## src/imbt_pkg.sv

```systemverilog
`default_nettype none

package imbt_pkg;

    localparam int TABLE_DEPTH_DEF = 64;
    localparam int IP_W            = 32;
    localparam int MAC_W           = 48;
    localparam int STATUS_W        = 2;

    typedef enum logic {
        OP_INSERT = 1'b0,
        OP_LOOKUP = 1'b1
    } t_opcode;

    typedef enum logic [STATUS_W-1:0] {
        ST_ABSENT    = 2'd0,
        ST_MAC_MATCH = 2'd1,
        ST_MAC_DIFF  = 2'd2
    } t_status;

    typedef enum logic [1:0] {
        S_IDLE,
        S_SCAN,
        S_DONE
    } t_state;

    // controller to datapath
    typedef struct packed {
        logic latch;
        logic write;
        logic preset;
        logic fail;
        logic scan_start;
        logic scan_step;
        logic publish;
    } t_cmd;

    // datapath to controller
    typedef struct packed {
        logic full;
        logic empty;
        logic scan_done;
        logic out_free;
    } t_sts;

endpackage

`default_nettype wire

```

## src/imbt_ctrl.sv

```systemverilog
`default_nettype none

module imbt_ctrl (
    input  wire logic           i_clk,
    input  wire logic           i_rst_n,
    input  wire logic           i_req_valid,
    input  wire logic           i_req_opcode,
    output logic                o_req_ready,
    input  wire imbt_pkg::t_sts i_sts,
    output imbt_pkg::t_cmd      o_cmd
);

    imbt_pkg::t_state r_state;
    imbt_pkg::t_state n_state;
    logic             accept;
    logic             is_lookup;
    logic             go_scan;

    assign accept    = i_req_valid && (r_state == imbt_pkg::S_IDLE);
    assign is_lookup = (i_req_opcode == imbt_pkg::OP_LOOKUP);
    // an empty table answers a lookup at once
    assign go_scan   = is_lookup && !i_sts.empty;

    always_ff @(posedge i_clk) begin
        if (!i_rst_n) begin
            r_state <= imbt_pkg::S_IDLE;
        end else begin
            r_state <= n_state;
        end
    end

    always_comb begin
        n_state = r_state;
        case (r_state)
            imbt_pkg::S_IDLE: begin
                if (accept) begin
                    n_state = go_scan ? imbt_pkg::S_SCAN : imbt_pkg::S_DONE;
                end
            end
            imbt_pkg::S_SCAN: begin
                if (i_sts.scan_done) begin
                    n_state = imbt_pkg::S_DONE;
                end
            end
            imbt_pkg::S_DONE: begin
                if (i_sts.out_free) begin
                    n_state = imbt_pkg::S_IDLE;
                end
            end
            default: n_state = imbt_pkg::S_IDLE;
        endcase
    end

    always_comb begin
        o_req_ready = 1'b0;
        o_cmd       = '0;
        case (r_state)
            imbt_pkg::S_IDLE: begin
                o_req_ready      = 1'b1;
                o_cmd.latch      = accept;
                o_cmd.write      = accept && !is_lookup && !i_sts.full;
                o_cmd.scan_start = accept && go_scan;
                o_cmd.preset     = accept && !go_scan;
                o_cmd.fail       = !is_lookup && i_sts.full;
            end
            imbt_pkg::S_SCAN: begin
                o_cmd.scan_step = 1'b1;
            end
            imbt_pkg::S_DONE: begin
                o_cmd.publish = i_sts.out_free;
            end
            default: begin
                o_req_ready = 1'b0;
            end
        endcase
    end

    a_scan_ends: assert property (@(posedge i_clk) disable iff (!i_rst_n)
        (r_state == imbt_pkg::S_SCAN) && i_sts.scan_done |=> (r_state == imbt_pkg::S_DONE))
        else $error("scan finished but result not taken to done");

endmodule

`default_nettype wire

```

## config.mk

```make
export PLATFORM = sky130hd
export DESIGN_NAME = imbt_ctrl
export DESIGN_NICKNAME = d
export VERILOG_FILES = /design/src/imbt_pkg.sv /design/src/imbt_ctrl.sv
export SDC_FILE = /design/constraint.sdc
export NUM_CORES = 1
export LEC_CHECK = 0
export ABC_AREA = 1
export BUFFER_PORTS_ARGS = -buffer_cell sky130_fd_sc_hd__buf_2
export CAP_MARGIN = 10
export CORE_AREA = 3 3 40 42
export DETAILED_ROUTE_END_ITERATION = 6
export DIE_AREA = 0 0 43 45
export PLACE_DENSITY = 0.42
export SLEW_MARGIN = 15
export SYNTH_ARGS = -nofsm -noshare
export SYNTH_HDL_FRONTEND = slang
export SYNTH_SLANG_ARGS = --single-unit
```

## constraint.sdc

```tcl
create_clock -name i_clk -period 1.1 [get_ports i_clk]
set_input_delay 0.165 -clock i_clk [delete_from_list [all_inputs] [get_ports i_clk]]
set_output_delay 0.165 -clock i_clk [all_outputs]
set_load 0.005 [all_outputs]
```

* Word-level counts from Yosys, hierarchy flattened
Cells that the tools add are included. Widths: inputs -> output; s select.
Storage, ports and cells: logic and storage cells 28, input port bits 8, output and inout port bits 8, bits in registers 2
Operators by class: reductions and logical operators 13, mux-type cells 9, equal/unequal tests 5
Operators by type and width (number):
- $mux 2 | 4
- $logic_and 1x1->1 | 7
- $ne 2x2->1 const B | 3
- $pmux 2 s3 | 1
- $mux 5 | 1
- $logic_not 1->1 | 4
- $mux 1 | 3
- $reduce_and 3->1 | 1
- $eq 2x1->1 const B | 1
- $eq 2x2->1 const B | 1
- $logic_not 2->1 | 1

* Depth between registers and ports, before layout
Gate-level depths: netlist (run 1).
depth in word-level cells 5, gate-level depth with buffers 6, gate-level depth less buffers 6

* Least setup slack after synthesis (run 1)
OpenSTA, ideal clock, no wires.
path type flip-flop to output port, from reg r_state[0], to out o_cmd[5] in the netlist's numbering, data required time 0.935 ns, cell stages (with the launch flop) 4, path slack 0.190 ns, data arrival time 0.745 ns, buffers on the path 0, cells stage by stage dfxtp_1 nor2_4 nand2_4 nor3_1
RTL lines:
- start, declared | line imbt_ctrl.sv:13 | imbt_pkg::t_state r_state;
- start signal, assigned | line imbt_ctrl.sv:26 | r_state <= imbt_pkg::S_IDLE;
- start signal, assigned | line imbt_ctrl.sv:28 | r_state <= n_state;
- end, declared | line imbt_ctrl.sv:10 | output imbt_pkg::t_cmd o_cmd

==> impl_metrics.tcl, run 1 <==
set metrics [dict create \
    vias 259 \
    num_io_pins 16 \
    worstSkewPairLatency_ns 0.22 \
    dpl.hpwl_um 434.5 \
    cp_top_family "flip-flops" \
    overflow 0 \
    final_cell_mix "buf_2, nand2_1, inv_1" \
    violations "negative setup slack" \
    period_share_pct 106.7 \
    min_to "r_state[1]" \
    postSynthCellCount 30 \
    seqCellArea_um2 45.04 \
    ys_seq_area_share_pct 22.22 \
    grt_pass1_wl_um 862 \
    largest_reg_flops 2 \
    power.internal_w 0.0002741 \
    crit_chain "nor2_4 > nand2_4 > inv_2 > nand2_2 > inv_2 > buf_2" \
    drc 0 \
    path_buf_inv 3 \
    crit-reg2reg-launch "r_state[1]" \
    hold_viol_final 0 \
    layout_commonest_cell "buf_2" \
    slew_headroom_pct 91.04 \
    max_cap_viol_count 0 \
    critPathCaptureType "output port" \
    hp-start "i_rst_n" \
    dp_worst_setup_slack_ns 0.1144 \
    drive_above_1_share_pct 66.04 \
    grt_max_degree 5 \
    period_needed_ns 1.173 \
    cp_slowest_cell "dfxtp_4" \
    rsz0062_at_grt "true" \
    pwr-share-clk_pct 41.7 \
    cts.htree.levels 1 \
    arrival_ns 1.01 \
    routedWlPerCell_um 8.456 \
    grt_antenna_before_repair 0 \
    start_util_pct 14.02 \
    max_stage_delay_ns 0.35 \
    gp_congestion 0.6307 \
    yosysUniqueCellTypes 13 \
    crit_top_cell "inv_2" \
    fin_nets 63 \
    drt_pass1_iterations 3 \
    antennaDiodeCount 0 \
    die_area_mm2 0.001935 \
    p_total_w 0.0003861 \
    netlist_area_um2 180.2 \
    multi_input_area_um2 116.4 \
    combPwrFrac_pct 35.8 \
    status "finished, violations left" \
    setup_viol 6 \
    fin_worst_skew_ns 0.001021 \
    yosysWarnings 0 \
    fillers 157 \
    cts_tree "done" \
    cts_buffers 3 \
    cts.sinks 2 \
    reg.largest.list "r_state x2" \
    report.final.slew_viol_count 0 \
    p_sw_share_pct 29.01 \
    fp.dieH_um 45 \
    critPathKind "flip-flop to output port" \
    cts_buffer_depth 2 \
    cp-start-kind "flip-flop" \
    clockRootBuffer "clkbuf_4" \
    tightest_slew_ns 0.1334 \
    grtUsageTotal_pct 6.229 \
    max-vdd-ir-drop_mv 0.2903 \
    power.leakage_nw 0.2326 \
    crit_fanout 3 \
    postRouteAntennaNets 0 \
    area_growth_pct 99.31 \
    power_density_mw_per_mm2 1075 \
    grt_pass1_vias 246 \
    clock.fmax_mhz 852.4 \
    drt_iter0_drc 6 \
    r2r-end "r_state[1]" \
    syn-num-nets 38 \
    whs_path_depth 3 \
    r2r_slack_ns 0.06 \
    worstPathRequired_ns 0.94 \
    wl_um 575 \
    rr_worst_depth 8 \
    min_path_type "input pin to flip-flop" \
    p_sw_w 0.0001120 \
    timing.final.ws_setup_ns -0.07319 \
    setup_tns_ns -0.2364 \
    coreArea_mm2 0.001285 \
    regMostFlops "r_state" \
    post_drt_via_cell_ratio 3.809 \
    cts_hold_buffers 0 \
    seq_power_share_pct 22.5 \
    port_buffers 15 \
    ys_ff_latch 2 \
    path_clk_slew_ns 0.03 \
    rows 13 \
    avgSynthCellArea_um2 6.006 \
    dieWidth_um 43 \
]
synth_stat cells:
master	n	area (um^2)
a21boi_1	1	7.510
dfxtp_1	2	40.04
inv_1	6	22.52
inv_2	3	11.26
nand2_1	6	22.52
nand2_2	1	6.260
nand2_4	1	11.26
nand3_1	2	10.01
nand3b_2	1	11.26
nor2_1	3	11.26
nor2_4	1	11.26
nor3_1	2	10.01
o21ai_1	1	5.000
layout make-up:
| cell class | count | share of cell area, % |
|---|---|---|
| repair buffers | 20 | 34.15 |
| multi-input cells | 19 | 32.40 |
| flip-flops and latches | 2 | 12.54 |
| inverters | 9 | 9.408 |
| clock buffers | 3 | 6.272 |
| well taps | 15 | 5.226 |
per-stage QoR:
step                area [um^2]  std cells  utilization [%]  hold slack, ns
finish                    359.1         68            27.95          0.1499
global route              359.1         68            27.95          0.1708
CTS                       324.1         65            25.22          0.1305
detailed placement        281.5         61            21.91          0.3643
global placement          281.5         61            21.91          0.3647
floorplan                 180.2         30                -          0.2626
worst reg2reg max path, delay by kind of cell (launching register included):
kind,cells,cell delay [ns]
AND/OR/NAND/NOR,4,0.21
flip-flops,1,0.36
AO/OA/AOI/OAI,1,0.14
buffers and inverters,3,0.30
power groups by stage:
| stage | Sequential, W | Combinational, W | Clock, W |
|---|---|---|---|
| 5_1_grt | 0.0000879 | 0.000153 | 0.000176 |
| 6_report | 0.0000869 | 0.000138 | 0.000161 |
| 4_1_cts | 0.0000879 | 0.000113 | 0.000169 |
| 3_3_place_gp | 0.0000874 | 0.000102 | 0 |
| 2_1_floorplan | 0.0000877 | 0.0000552 | 0 |
| 3_5_place_dp | 0.0000876 | 0.000101 | 0 |
worst max-delay path by stage:
stage / to / slack (ns) / startpoint / depth (start not counted)
CTS: o_cmd[2] / -0.11 / r_state[1] / 6
floorplan: o_cmd[5] / 0.19 / r_state[0] / 3
detailed placement: o_cmd[5] / 0.11 / r_state[1] / 4
global placement: r_state[1] / 0.13 / r_state[0] / 7
finish: o_cmd[2] / -0.07 / r_state[1] / 6
global route: o_cmd[2] / -0.13 / r_state[1] / 6
layer usage:
metal  track usage (%)  share of wire (%)
met5                 0                  0
met3             1.992                8.3
met2             7.485                 47
met4             7.229                  0
met1             7.895                 44
cells by family (layout without fill, tap and decap cells):
logic type / count (synthesis) / after routing / synth area share [%]
and+or+nand+nor: 17 / 17 / 52.08
AOI/OAI and AO/OA: 2 / 2 / 6.943
DFF: 2 / 2 / 22.22
buffers and inverters: 9 / 32 / 18.75
repair_timing:
action,in CTS,in global routing
hold endpoints to repair,0,0
setup endpoints to repair,7,8
pin swaps,2,3
resized for setup,4,4
setup buffers,1,3
(Power assumes the default switching activity.)
==> run 2, diff against run 1 <==
--- a/config.mk
+++ b/config.mk
@@ -11,8 +11,9 @@
 export CORE_AREA = 3 3 40 42
 export DETAILED_ROUTE_END_ITERATION = 6
 export DIE_AREA = 0 0 43 45
-export PLACE_DENSITY = 0.42
+export PLACE_DENSITY = 0.43
 export SLEW_MARGIN = 15
 export SYNTH_ARGS = -nofsm -noshare
 export SYNTH_HDL_FRONTEND = slang
 export SYNTH_SLANG_ARGS = --single-unit
+export TNS_END_PERCENT = 1
==> constraint.sdc (replaced) <==
create_clock -name i_clk -period 1.02 [get_ports i_clk]
set_input_delay 0.153 -clock i_clk [delete_from_list [all_inputs] [get_ports i_clk]]
set_output_delay 0.153 -clock i_clk [all_outputs]
set_load 0.005 [all_outputs]
==> impl_metrics.tcl, run 2 (same netlist as run 1, synthesis figures left out) <==
set metrics [dict create \
    grt_pass1_wl_um 828 \
    rows 13 \
    crit-reg2reg-launch "r_state[0]" \
    crit_fanout 3 \
    cts_buffer_depth 2 \
    area_growth_pct 97.92 \
    largest_reg_flops 2 \
    coreArea_mm2 0.001285 \
    routedWlPerCell_um 7.955 \
    hold_viol_final 0 \
    fin_nets 62 \
    clock.fmax_mhz 843.4 \
    r2r_slack_ns 0.04 \
    cts.sinks 2 \
    layout_commonest_cell "buf_2" \
    status "finished, violations left" \
    drc 0 \
    vias 239 \
    rr_worst_depth 7 \
    slew_headroom_pct 90.50 \
    dr.max_layer_used "met3" \
    postRouteAntennaNets 0 \
    wl_met3_um 54 \
    num_io_pins 16 \
    violations "negative setup slack" \
    critPathKind "flip-flop to output port" \
    grt_antenna_before_repair 0 \
    clockRootBuffer "clkbuf_4" \
    final_cell_mix "buf_2, nand2_1, inv_1" \
    overflow 0 \
    worstPathRequired_ns 0.87 \
    min_path_type "input pin to flip-flop" \
    reg.largest.list "r_state x2" \
    dp.cells 61 \
    critPathCaptureType "output port" \
    grt_max_degree 5 \
    dpl.hpwl_um 414 \
    max_cap_viol_count 0 \
    whs_path_depth 3 \
    crit_chain "nor2_4 > nand2_4 > inv_2 > nand2_2 > inv_2 > buf_6" \
    post_drt_via_cell_ratio 3.567 \
    setup.worst_path.start "r_state[0]" \
    tightest_slew_ns 0.1421 \
    grt_pass1_vias 221 \
    max-vdd-ir-drop_mv 0.4433 \
    cts_tree "done" \
    drt_pass1_iterations 2 \
    worstSkewPairLatency_ns 0.22 \
    cts_buffers 3 \
    crit_top_cell "inv_2" \
    fp.dieH_um 45 \
    cts.htree.levels 1 \
    period_needed_ns 1.186 \
    port_buffers 15 \
    wl_met2_um 236 \
    die_area_mm2 0.001935 \
    grtUsageTotal_pct 5.980 \
    power_density_mw_per_mm2 1115 \
    max_stage_delay_ns 0.34 \
    utilization_pct 27.75 \
    start_util_pct 14.02 \
    regMostFlops "r_state" \
    drive_above_1_share_pct 67.31 \
    arrival_ns 1.03 \
    r2r-end "r_state[1]" \
    final_cells 67 \
    power.leakage_nw 0.2237 \
    report.final.slew_viol_count 0 \
    setup_viol 8 \
    antennaDiodeCount 0 \
    p_total_w 0.0003977 \
    fin_worst_skew_ns 0.001958 \
    wl_um 533 \
    cp_slowest_cell "dfxtp_4" \
    path_clk_slew_ns 0.03 \
    dieWidth_um 43 \
    hp-start "i_rst_n" \
    drt_iter0_drc 2 \
    period_share_pct 116.2 \
    cp-start-kind "flip-flop" \
    gp_congestion 0.6548 \
    min_to "r_state[1]" \
    rsz0062_at_grt "true" \
    timing.final.ws_setup_ns -0.1657 \
    wl_met1_um 242 \
]
-- run 2: cell types whose count changed in the layout (fill, tap and decap cells not counted), sizes merged --
cell | previous run | this run
buf | 20 | 19
-- run 2: layout make-up --
class	count	area [um^2]
Clock buffer	3	22.52
Sequential cell	2	47.55
Multi-Input combinational cell	19	120.1
Fill cell	160	928.4
Tap cell	15	18.77
Inverter	9	36.28
Timing Repair Buffer	19	111.4
-- run 2: per-layer routing --
metal / vias up / global-route usage [%]
li1: 134 / -
met1: 96 / 6.459
met2: 9 / 8.383
met3: 0 / 3.187
met4: 0 / 5.422
met5: - / 0
-- run 2: repair_timing --
item	in CTS	in global routing
setup endpoints to repair	8	9
hold buffers	0	0
pin swaps	1	4
gates resized for setup	3	7
buffers inserted	1	2
cloned	0	0
-- run 2: critical path: cells and delay by family, from the launching register on --
kind | cells | cell delay (ns)
flip-flops | 1 | 0.34
buffers and inverters | 3 | 0.18
AND/OR/NAND/NOR | 3 | 0.28
-- run 2: power breakdown --
group / internal, W / total, W / switching, W
Combinational: 0.0000654 / 0.000128 / 0.0000626
Clock: 0.000130 / 0.000175 / 0.0000453
Sequential: 0.0000842 / 0.0000945 / 0.0000103
-- run 2: how the worst max path moves through the flow --
stage	end	slack [ns]	depth (start not counted)
after floorplan	o_cmd[5]	0.12	3
after global placement	r_state[1]	0.03	7
after detailed placement	o_cmd[5]	0.03	4
after CTS	o_cmd[5]	-0.18	4
after global routing	o_cmd[2]	-0.22	6
final	o_cmd[2]	-0.17	6
-- run 2: metrics by stage --
stage	hold slack, ns	area, um^2	setup TNS [ns]	setup WS, ns
final	0.1250	356.6	-0.7876	-0.1657
after global placement	0.3528	281.5	0	0.03097
after floorplan	0.2506	180.2	0	0.1222
after global routing	0.1217	356.6	-1.198	-0.2211
after CTS	0.1177	319.1	-0.9418	-0.1765
after detailed placement	0.3534	281.5	0	0.02930
